[config.mk]
export PLATFORM = sky130hd
export DESIGN_NAME = htps_front
export DESIGN_NICKNAME = d
export VERILOG_FILES = /design/src/rtl/htps_pkg.sv /design/src/rtl/htps_front.sv
export SDC_FILE = /design/constraint.sdc
export NUM_CORES = 1
export LEC_CHECK = 0
export BUFFER_PORTS_ARGS = -buffer_cell sky130_fd_sc_hd__clkbuf_2
export CAP_MARGIN = 20
export CORE_ASPECT_RATIO = 1.2
export CORE_MARGIN = 2
export CORE_UTILIZATION = 50
export CTS_CLUSTER_SIZE = 8
export DETAILED_ROUTE_END_ITERATION = 6
export GPL_TIMING_DRIVEN = 0
export PLACE_DENSITY_LB_ADDON = 0.15
export SLEW_MARGIN = 20
export SYNTH_ARGS = -nofsm -noshare
export SYNTH_HDL_FRONTEND = slang
export SYNTH_SLANG_ARGS = --single-unit
[constraint.sdc]
create_clock -name clk -period 7.2 [get_ports clk]
set_input_delay 1.08 -clock clk [delete_from_list [all_inputs] [get_ports clk]]
set_output_delay 1.08 -clock clk [all_outputs]
set_load 0.05 [all_outputs]
[src/rtl/htps_pkg.sv]
// Shared types and constants for the hash table probe/store/replace unit.
// No dependencies; every other file refers to this package by scoped names.
package htps_pkg;

  localparam int TABLE_ENTRIES = 65536;
  localparam int SLOT_W        = $clog2(TABLE_ENTRIES);

  localparam int KEY_W   = 64;
  localparam int SCORE_W = 16;
  localparam int MOVE_W  = 16;
  localparam int BYTE_W  = 8;
  localparam int THR_W   = 15;
  localparam int CNT_W   = 32;

  // Configuration register indexes
  localparam logic CFG_CURRENT_AGE    = 1'b0;
  localparam logic CFG_MATE_THRESHOLD = 1'b1;
  localparam logic [THR_W-1:0] MATE_THRESHOLD_RST = 15'd31000;

  // Raw request codes on in_req_type
  localparam logic [1:0] REQ_PROBE = 2'd0;
  localparam logic [1:0] REQ_STORE = 2'd1;
  localparam logic [1:0] REQ_CLEAR = 2'd2;

  // store_result codes
  localparam logic [1:0] STORE_DROPPED = 2'd0;
  localparam logic [1:0] STORE_WRITE   = 2'd1;
  localparam logic [1:0] STORE_REPLACE = 2'd2;

  typedef enum logic [1:0] {
    OP_PROBE,
    OP_STORE,
    OP_CLEAR,
    OP_NOP
  } op_t;

  typedef enum logic [1:0] {
    ST_IDLE,
    ST_EXEC,
    ST_CLEAR
  } st_t;

  // Slot layout: key [63:0], score [79:64], move [95:80], bound [103:96],
  // depth [111:104], age [119:112]
  typedef struct packed {
    logic [BYTE_W-1:0]  age;
    logic [BYTE_W-1:0]  depth;
    logic [BYTE_W-1:0]  bound;
    logic [MOVE_W-1:0]  move;
    logic [SCORE_W-1:0] score;
    logic [KEY_W-1:0]   key;
  } entry_t;

  // Classified request as queued between front and back
  typedef struct packed {
    op_t                op;
    logic [KEY_W-1:0]   key;
    logic [MOVE_W-1:0]  move;
    logic [SCORE_W-1:0] score;   // already ply adjusted and saturated
    logic [BYTE_W-1:0]  depth;
    logic [BYTE_W-1:0]  bound;
  } item_t;

  typedef struct packed {
    logic               found;
    logic [SCORE_W-1:0] entry_score;
    logic [MOVE_W-1:0]  entry_move;
    logic [BYTE_W-1:0]  entry_bound;
    logic [BYTE_W-1:0]  entry_depth;
    logic [BYTE_W-1:0]  entry_age;
    logic [1:0]         store_result;
    logic [CNT_W-1:0]   hit_count;
    logic [CNT_W-1:0]   miss_count;
    logic [CNT_W-1:0]   write_count;
    logic [CNT_W-1:0]   rewrite_count;
  } result_t;

endpackage

[src/rtl/htps_front.sv]
// Front end: takes requests, classifies them, applies mate ply adjustment
// and holds them in a two-entry queue. Depends on htps_pkg.
module htps_front (
  input  logic                         clk,
  input  logic                         rst_n,
  input  logic                         in_valid,
  output logic                         in_stall,
  input  logic [1:0]                   in_req_type,
  input  logic [htps_pkg::KEY_W-1:0]   in_key,
  input  logic [htps_pkg::MOVE_W-1:0]  in_best_move,
  input  logic signed [htps_pkg::SCORE_W-1:0] in_score,
  input  logic [htps_pkg::BYTE_W-1:0]  in_search_depth,
  input  logic [htps_pkg::BYTE_W-1:0]  in_bound_kind,
  input  logic [htps_pkg::BYTE_W-1:0]  in_ply,
  input  logic [htps_pkg::THR_W-1:0]   mate_threshold,
  input  logic                         block,
  output logic                         q_valid,
  output htps_pkg::item_t              q_item,
  input  logic                         q_pop
);

  htps_pkg::item_t  q_mem_r [2];
  logic             wr_ptr_r, wr_ptr_nxt;
  logic             rd_ptr_r, rd_ptr_nxt;
  logic [1:0]       count_r, count_nxt;
  logic             push;
  htps_pkg::item_t  item_in;
  logic signed [17:0] s18, t18, p18, adj18;

  // Mate distance adjustment, saturating to 16 bits
  always_comb begin
    s18 = {{2{in_score[15]}}, in_score};
    t18 = {3'b000, mate_threshold};
    p18 = {10'b0, in_ply};
    if (s18 >= t18) begin
      adj18 = s18 + p18;
    end else if (s18 <= -t18) begin
      adj18 = s18 - p18;
    end else begin
      adj18 = s18;
    end
  end

  always_comb begin
    case (in_req_type)
      htps_pkg::REQ_PROBE: item_in.op = htps_pkg::OP_PROBE;
      htps_pkg::REQ_STORE: item_in.op = htps_pkg::OP_STORE;
      htps_pkg::REQ_CLEAR: item_in.op = htps_pkg::OP_CLEAR;
      default:             item_in.op = htps_pkg::OP_NOP;
    endcase
    item_in.key   = in_key;
    item_in.move  = in_best_move;
    item_in.depth = in_search_depth;
    item_in.bound = in_bound_kind;
    if (adj18 > 18'sd32767) begin
      item_in.score = 16'h7FFF;
    end else if (adj18 < -18'sd32768) begin
      item_in.score = 16'h8000;
    end else begin
      item_in.score = adj18[15:0];
    end
  end

  assign in_stall = (count_r == 2'd2) || block;
  assign push     = in_valid && !in_stall;
  assign q_valid  = (count_r != 2'd0);
  assign q_item   = q_mem_r[rd_ptr_r];

  always_comb begin
    wr_ptr_nxt = push  ? !wr_ptr_r : wr_ptr_r;
    rd_ptr_nxt = q_pop ? !rd_ptr_r : rd_ptr_r;
    count_nxt  = count_r + {1'b0, push} - {1'b0, q_pop};
  end

  always_ff @(posedge clk) begin
    if (!rst_n) begin
      wr_ptr_r <= 1'b0;
      rd_ptr_r <= 1'b0;
      count_r  <= 2'd0;
    end else begin
      wr_ptr_r <= wr_ptr_nxt;
      rd_ptr_r <= rd_ptr_nxt;
      count_r  <= count_nxt;
    end
  end

  always_ff @(posedge clk) begin
    if (push) begin
      q_mem_r[wr_ptr_r] <= item_in;
    end
  end

endmodule

* After elaboration in Yosys (flattened, before gate mapping)
Memory sizes are Yosys's and may differ from the RTL's. A register that Yosys moved wholly into a read port is not among the register bits. Cells that the tools add are included.
Storage, ports and cells: flip-flop bits (word level) 4, bits in writable memories 228, word-level logic and storage cells 32, memories 1
Cells by class: add/sub/neg operators 5, order comparisons 4, equality and inequality tests 3, muxes and demuxes 9, reduce and logical (&&, ||, !) cells 7
Memory list:
- q_mem_r | words 2, bits a word 114, read ports 1, clocked after memory_dff 1, write ports 1, RTL line htps_front.sv:22 | htps_pkg::item_t q_mem_r [2];
Operator list (number):
- 18-bit two-way mux | 2
- 16-bit two-way mux | 2
- 18-bit by 16-bit greater-than comparator with 1-bit output, second input constant | 1
- 16-bit by 18-bit less-or-equal comparator with 1-bit output | 1
- 18-bit by 16-bit less-than comparator with 1-bit output, second input constant | 1
- 15-bit negation with 18-bit output | 1
- 16-bit by 9-bit adder with 17-bit output | 1
- 16-bit by 9-bit subtractor with 17-bit output | 1
- 16-bit >= comparator | 1
- 2-bit case mux with 3 select lines | 1
- 2-bit equality test, second input constant | 2
- 1-bit two-way mux | 4
- 1-bit logical NOT | 3
- 2-bit by 1-bit adder with 2-bit output | 1
- 2-bit by 1-bit equality test with 1-bit output, second input constant | 1
- 2-bit logical NOT | 1
- 2-bit nonzero test | 1
- 2-bit by 1-bit subtractor with 2-bit output | 1
- 1-bit logical AND | 1
- 1-bit logical OR | 1

* Depth between registers and ports, before layout
depth in word-level cells 7, depth in mapped cells 15

* Least setup slack after synthesis
No wires, ideal clock.
path kind input-to-reg, start point input port block, end point memory q_mem_r[0][0] in the netlist's numbering, enable pin, setup time 0.589 ns, arrival time 6.127 ns, data required time 6.611 ns, setup slack 0.484 ns, stages 3, path through a21oi_1 nand2_1 nor2_1
On the way: longest elaborated chain between the ends 5
Ends and longest elaborated chain:
- from (decl) | RTL line htps_front.sv:16 | input logic block,
- 1-bit logical OR | RTL line htps_front.sv:64 | assign in_stall = (count_r == 2'd2) || block;
- 1-bit logical NOT | RTL line htps_front.sv:65 | assign push = in_valid && !in_stall;
- 1-bit logical AND | RTL line htps_front.sv:65
- 1-bit two-way mux | RTL line htps_front.sv:88 | if (push) begin
- 1-bit two-way mux (not written as such) | RTL line htps_front.sv:89 | q_mem_r[wr_ptr_r] <= item_in;
- to (decl) | RTL line htps_front.sv:22
No other way between the ends.

==> metrics.md <==
| Metric | Value |
|---|---|
| Required time at the endpoint of the critical path | 7.42 ns |
| Class of the most critical hold timing path | reg -> reg |
| Total die area | 22810 um^2 |
| Netlist cell types | 65 |
| Final standard cell count with taps included and fillers excluded | 1278 |
| Flip-flop and latch area | 6947 um^2 |
| Crit Path Category | in -> reg |
| Number of cells traversed by the worst hold path | 2 |
| Worst skew pair latency | 0.49 ns |
| Synth Warn # | 0 |
| Number of CTS-inserted buffers | 35 |
| Final standard cell utilization of the core | 64.02% |
| Multi-input logic area | 3636 um^2 |
| Worst voltage drop across the vdd grid | 0.2348 mV |
| Clock transition at the register clock pins on the worst setup and hold paths after CTS | 0.05 ns |
| Number of primary I/O pins | 258 |
| Pins over their slew limit | 0 |
| Most area-consuming cells after synthesis | sky130_fd_sc_hd__edfxtp_1, sky130_fd_sc_hd__mux2_2, sky130_fd_sc_hd__ha_1 |
| Worst stage delay on the critical path | 0.36 ns |
| Area share of the leading cell type in the synthesized netlist | 63.36% |
| Cell with the most instances on the worst path | sky130_fd_sc_hd__and3_1 |
| Worst setup slack for register-to-register paths | 5.07 ns |
| Most common cell after layout, fill and taps aside | sky130_fd_sc_hd__clkbuf_2 |
| Max cap viols | 0 |
| Relative area change from synthesis to final layout | 25.11% |
| Total overflow reported by the global router | 0 |
| Total wire length after detailed routing | 23810 um |
| Post-synthesis cell type with the largest combined area | sky130_fd_sc_hd__edfxtp_1 |
| Area inside the core boundary | 21120 um^2 |
| X dimension of the die | 138.2 um |
| Final nets | 1199 |
| Initial core utilization | 51.17% |
| Initial antenna violation count | 1 |
| Register bit count reported by yosys | 233 |
| Startpoint of the most critical register-to-register path | count_r[0] |
| Commonest cells after routing, fill and taps aside | sky130_fd_sc_hd__clkbuf_2, sky130_fd_sc_hd__edfxtp_1, sky130_fd_sc_hd__mux2_2, sky130_fd_sc_hd__ha_1, sky130_fd_sc_hd__inv_1 |
| Half-perimeter wire length after detailed placement | 18040 um |
| Buffers plus inverters on the worst setup path | 2 |
| Period utilisation layout | 69.12% |
| DRC violation count after routing | 0 |
| Total power density per cell area | 273.9 nW/um^2 |
| Critical-path maximum fanout | 10 |
| Number of DRC violations after detailed-routing iteration 0 | 374 |
| CTS Buffer Depth | 3 |
| Clock tree root driver cell | sky130_fd_sc_hd__clkbuf_16 |
| Global placement routability congestion | 0.8803 |
| Fillcell total | 1603 |
| Count of input and output buffers | 255 |
| Worst clock skew | 0.01196 ns |
| Cell depth of the worst flop-to-flop path | 5 |
| Final Hold Vio Count | 0 |
| Critical path launch point type | input port |
| Post-synthesis average cell area | 15.33 um^2 |
| H-tree depth | 2 |
| Hold Buf Count CTS | 0 |
| Worst path top cell family by delay | simple AND/OR/NAND/NOR gates |
| Routed length per placed instance | 18.63 um |
| Leakage dissipation | 5.337 nW |
| Fraction of synthesis flops using an asynchronous set or reset pin | 0% |
| Largest net degree at the start of global routing | 49 |
| Die Ht | 165.0 um |
| Global-route wire length before repair | 36250 um |
| Via count of the routed design | 6831 |
| Slowest library cell on the worst path | sky130_fd_sc_hd__a211oi_4 |
| First-pass iteration count of the detailed router | 5 |
| Hold Startpoint | rd_ptr_r |
| Endpoint of the worst hold-timing path | rd_ptr_r |
| Share of post-route cells with drive strength above 1 | 43.84% |
| Post-route ant nets | 0 |
| Portion of the post-synthesis area used by sequential elements | 64.28% |
| Via count of the first global-routing pass | 7029 |
| Post-CTS repair timing setup buffer count | 0 |
| Logic depth of the worst path, buffers included | 16 |
| GR Util All Layers | 20.41% |
| Number of flops mapped to enable cells by yosys | 228 |
| Post-Syn Nets | 900 |
| Cts repair resizes | 0 |
| Main flop type after synthesis | sky130_fd_sc_hd__edfxtp_1 |
| Tightest Pin Transition | 0.8614 ns |
| Clock net sink count | 233 |
| Critical-path cell list | clkbuf_2, nor3_1, and3_1, nand4_1, nor3_1, xnor2_1, ha_1, and3_1, a221o_1, a211oi_4, a31oi_1, nor3_4, and3_1, a21oi_1, buf_4, maj3_2 |
| Data arrival time of the critical path | 5.20 ns |
| Worst slew margin relative to its limit | 42.58% |
| Category of the worst setup path capture point | register |
| Reg2Reg Capture Point | q_mem_r[1][69] |
| Total of endpoints with negative setup slack in the final report | 0 |
| Setup repair after global routing missed its margin | no |
| FP Rows | 58 |
| Final worst path period need | 4.977 ns |
| Via count normalized by instance count | 5.345 |
| Run status | finished, final reports clean |
| CTS tree | yes |
| Netlist area before placement | 10810 um^2 |
| Maximum clock rate | 0.2009 GHz |
| Gate count of the mapped netlist | 705 |
| Number of placed instances, taps included | 1237 |
## logic make-up after synthesis
family / count (synthesis) / share of synthesized area (%)
muxes: 116 / 12.08
xor gates and xnor gates: 23 / 1.934
DFF: 233 / 64.28
AOI/OAI and AO/OA: 83 / 5.731
buffers and inverters: 60 / 2.188
adders and majority gates: 67 / 7.676
and+or+nand+nor: 123 / 6.113
## sequential cells by signal (all words and copies together), names as in the netlist, named ones only
register  flops
wr_ptr_r      1
q_mem_r     228
rd_ptr_r      1
count_r       2
## worst register-to-register path: cells and delay by family, from the launching register on
| family | cells | cell delay, ns |
|---|---|---|
| flops | 1 | 0.35 |
| compound gates | 1 | 0.23 |
| simple gates | 1 | 0.52 |
| buf+inv | 3 | 0.65 |
## per-layer routing
metal / part of all wire (%) / track usage [%]
met3: 5.9 / 3.595
met4: 3.1 / 8.905
met5: 0 / 0
met2: 54 / 37.98
met1: 37 / 23.12
## worst max path at each step
stage / startpoint / end
floorplan: block / q_mem_r[0][0]
global placement: block / q_mem_r[0][86]
detailed placement: mate_threshold[2] / q_mem_r[0][26]
CTS: mate_threshold[7] / q_mem_r[1][26]
global route: mate_threshold[7] / q_mem_r[1][24]
finish: mate_threshold[2] / q_mem_r[1][26]
## cells in the mapped netlist (all sizes together) (3+ instances only)
cell type and count:
a211oi 4, a21o 4, a21oi 18, a31o 3, a31oi 4, and2 9
and3 9, buf 7, clkbuf 13, dfxtp 5, edfxtp 228, ha 51
inv 40, maj3 14, mux2 115, nand2 23, nand2b 3, nand3 13
nand4 6, nor2 24, nor2b 6, nor3 12, nor3b 3, nor4 5
o21a 4, o21ai 11, o21bai 3, o311ai 3, o31ai 6, or3 4
xnor2 17, xor2 6
## layout make-up
class / count / share of cell area [%]
clock inverters: 4 / 0.3239
multi-input cells: 412 / 26.89
repair buffers: 262 / 10.64
flip-flops and latches: 233 / 51.38
inverters: 40 / 1.110
well taps: 270 / 2.499
diodes: 2 / 0.03702
plain buffers: 20 / 0.6385
clock buffers: 35 / 6.478
## metrics by stage
step | setup WS (ns) | total power [mW] | hold WS (ns) | area [um^2] | TNS, ns
2_1_floorplan | 0.4835 | 2.160 | 0.5415 | 10810 | 0
3_3_place_gp | -2.399 | 2.352 | 0.5673 | 12420 | -274.51
3_5_place_dp | 1.696 | 2.361 | 0.5740 | 12600 | 0
4_1_cts | 2.205 | 3.746 | 0.5858 | 13520 | 0
5_1_grt | 1.951 | 3.849 | 0.6252 | 13520 | 0
6_report | 2.223 | 3.703 | 0.5787 | 13520 | 0
## where the power goes
group          switching (mW)  internal [mW]  leakage [nW]
clock                   0.514          0.856         0.447
combinational           0.503          0.233          2.76
sequential             0.0161           1.58          2.13
No activity file was read; power rests on OpenSTA's default activity.
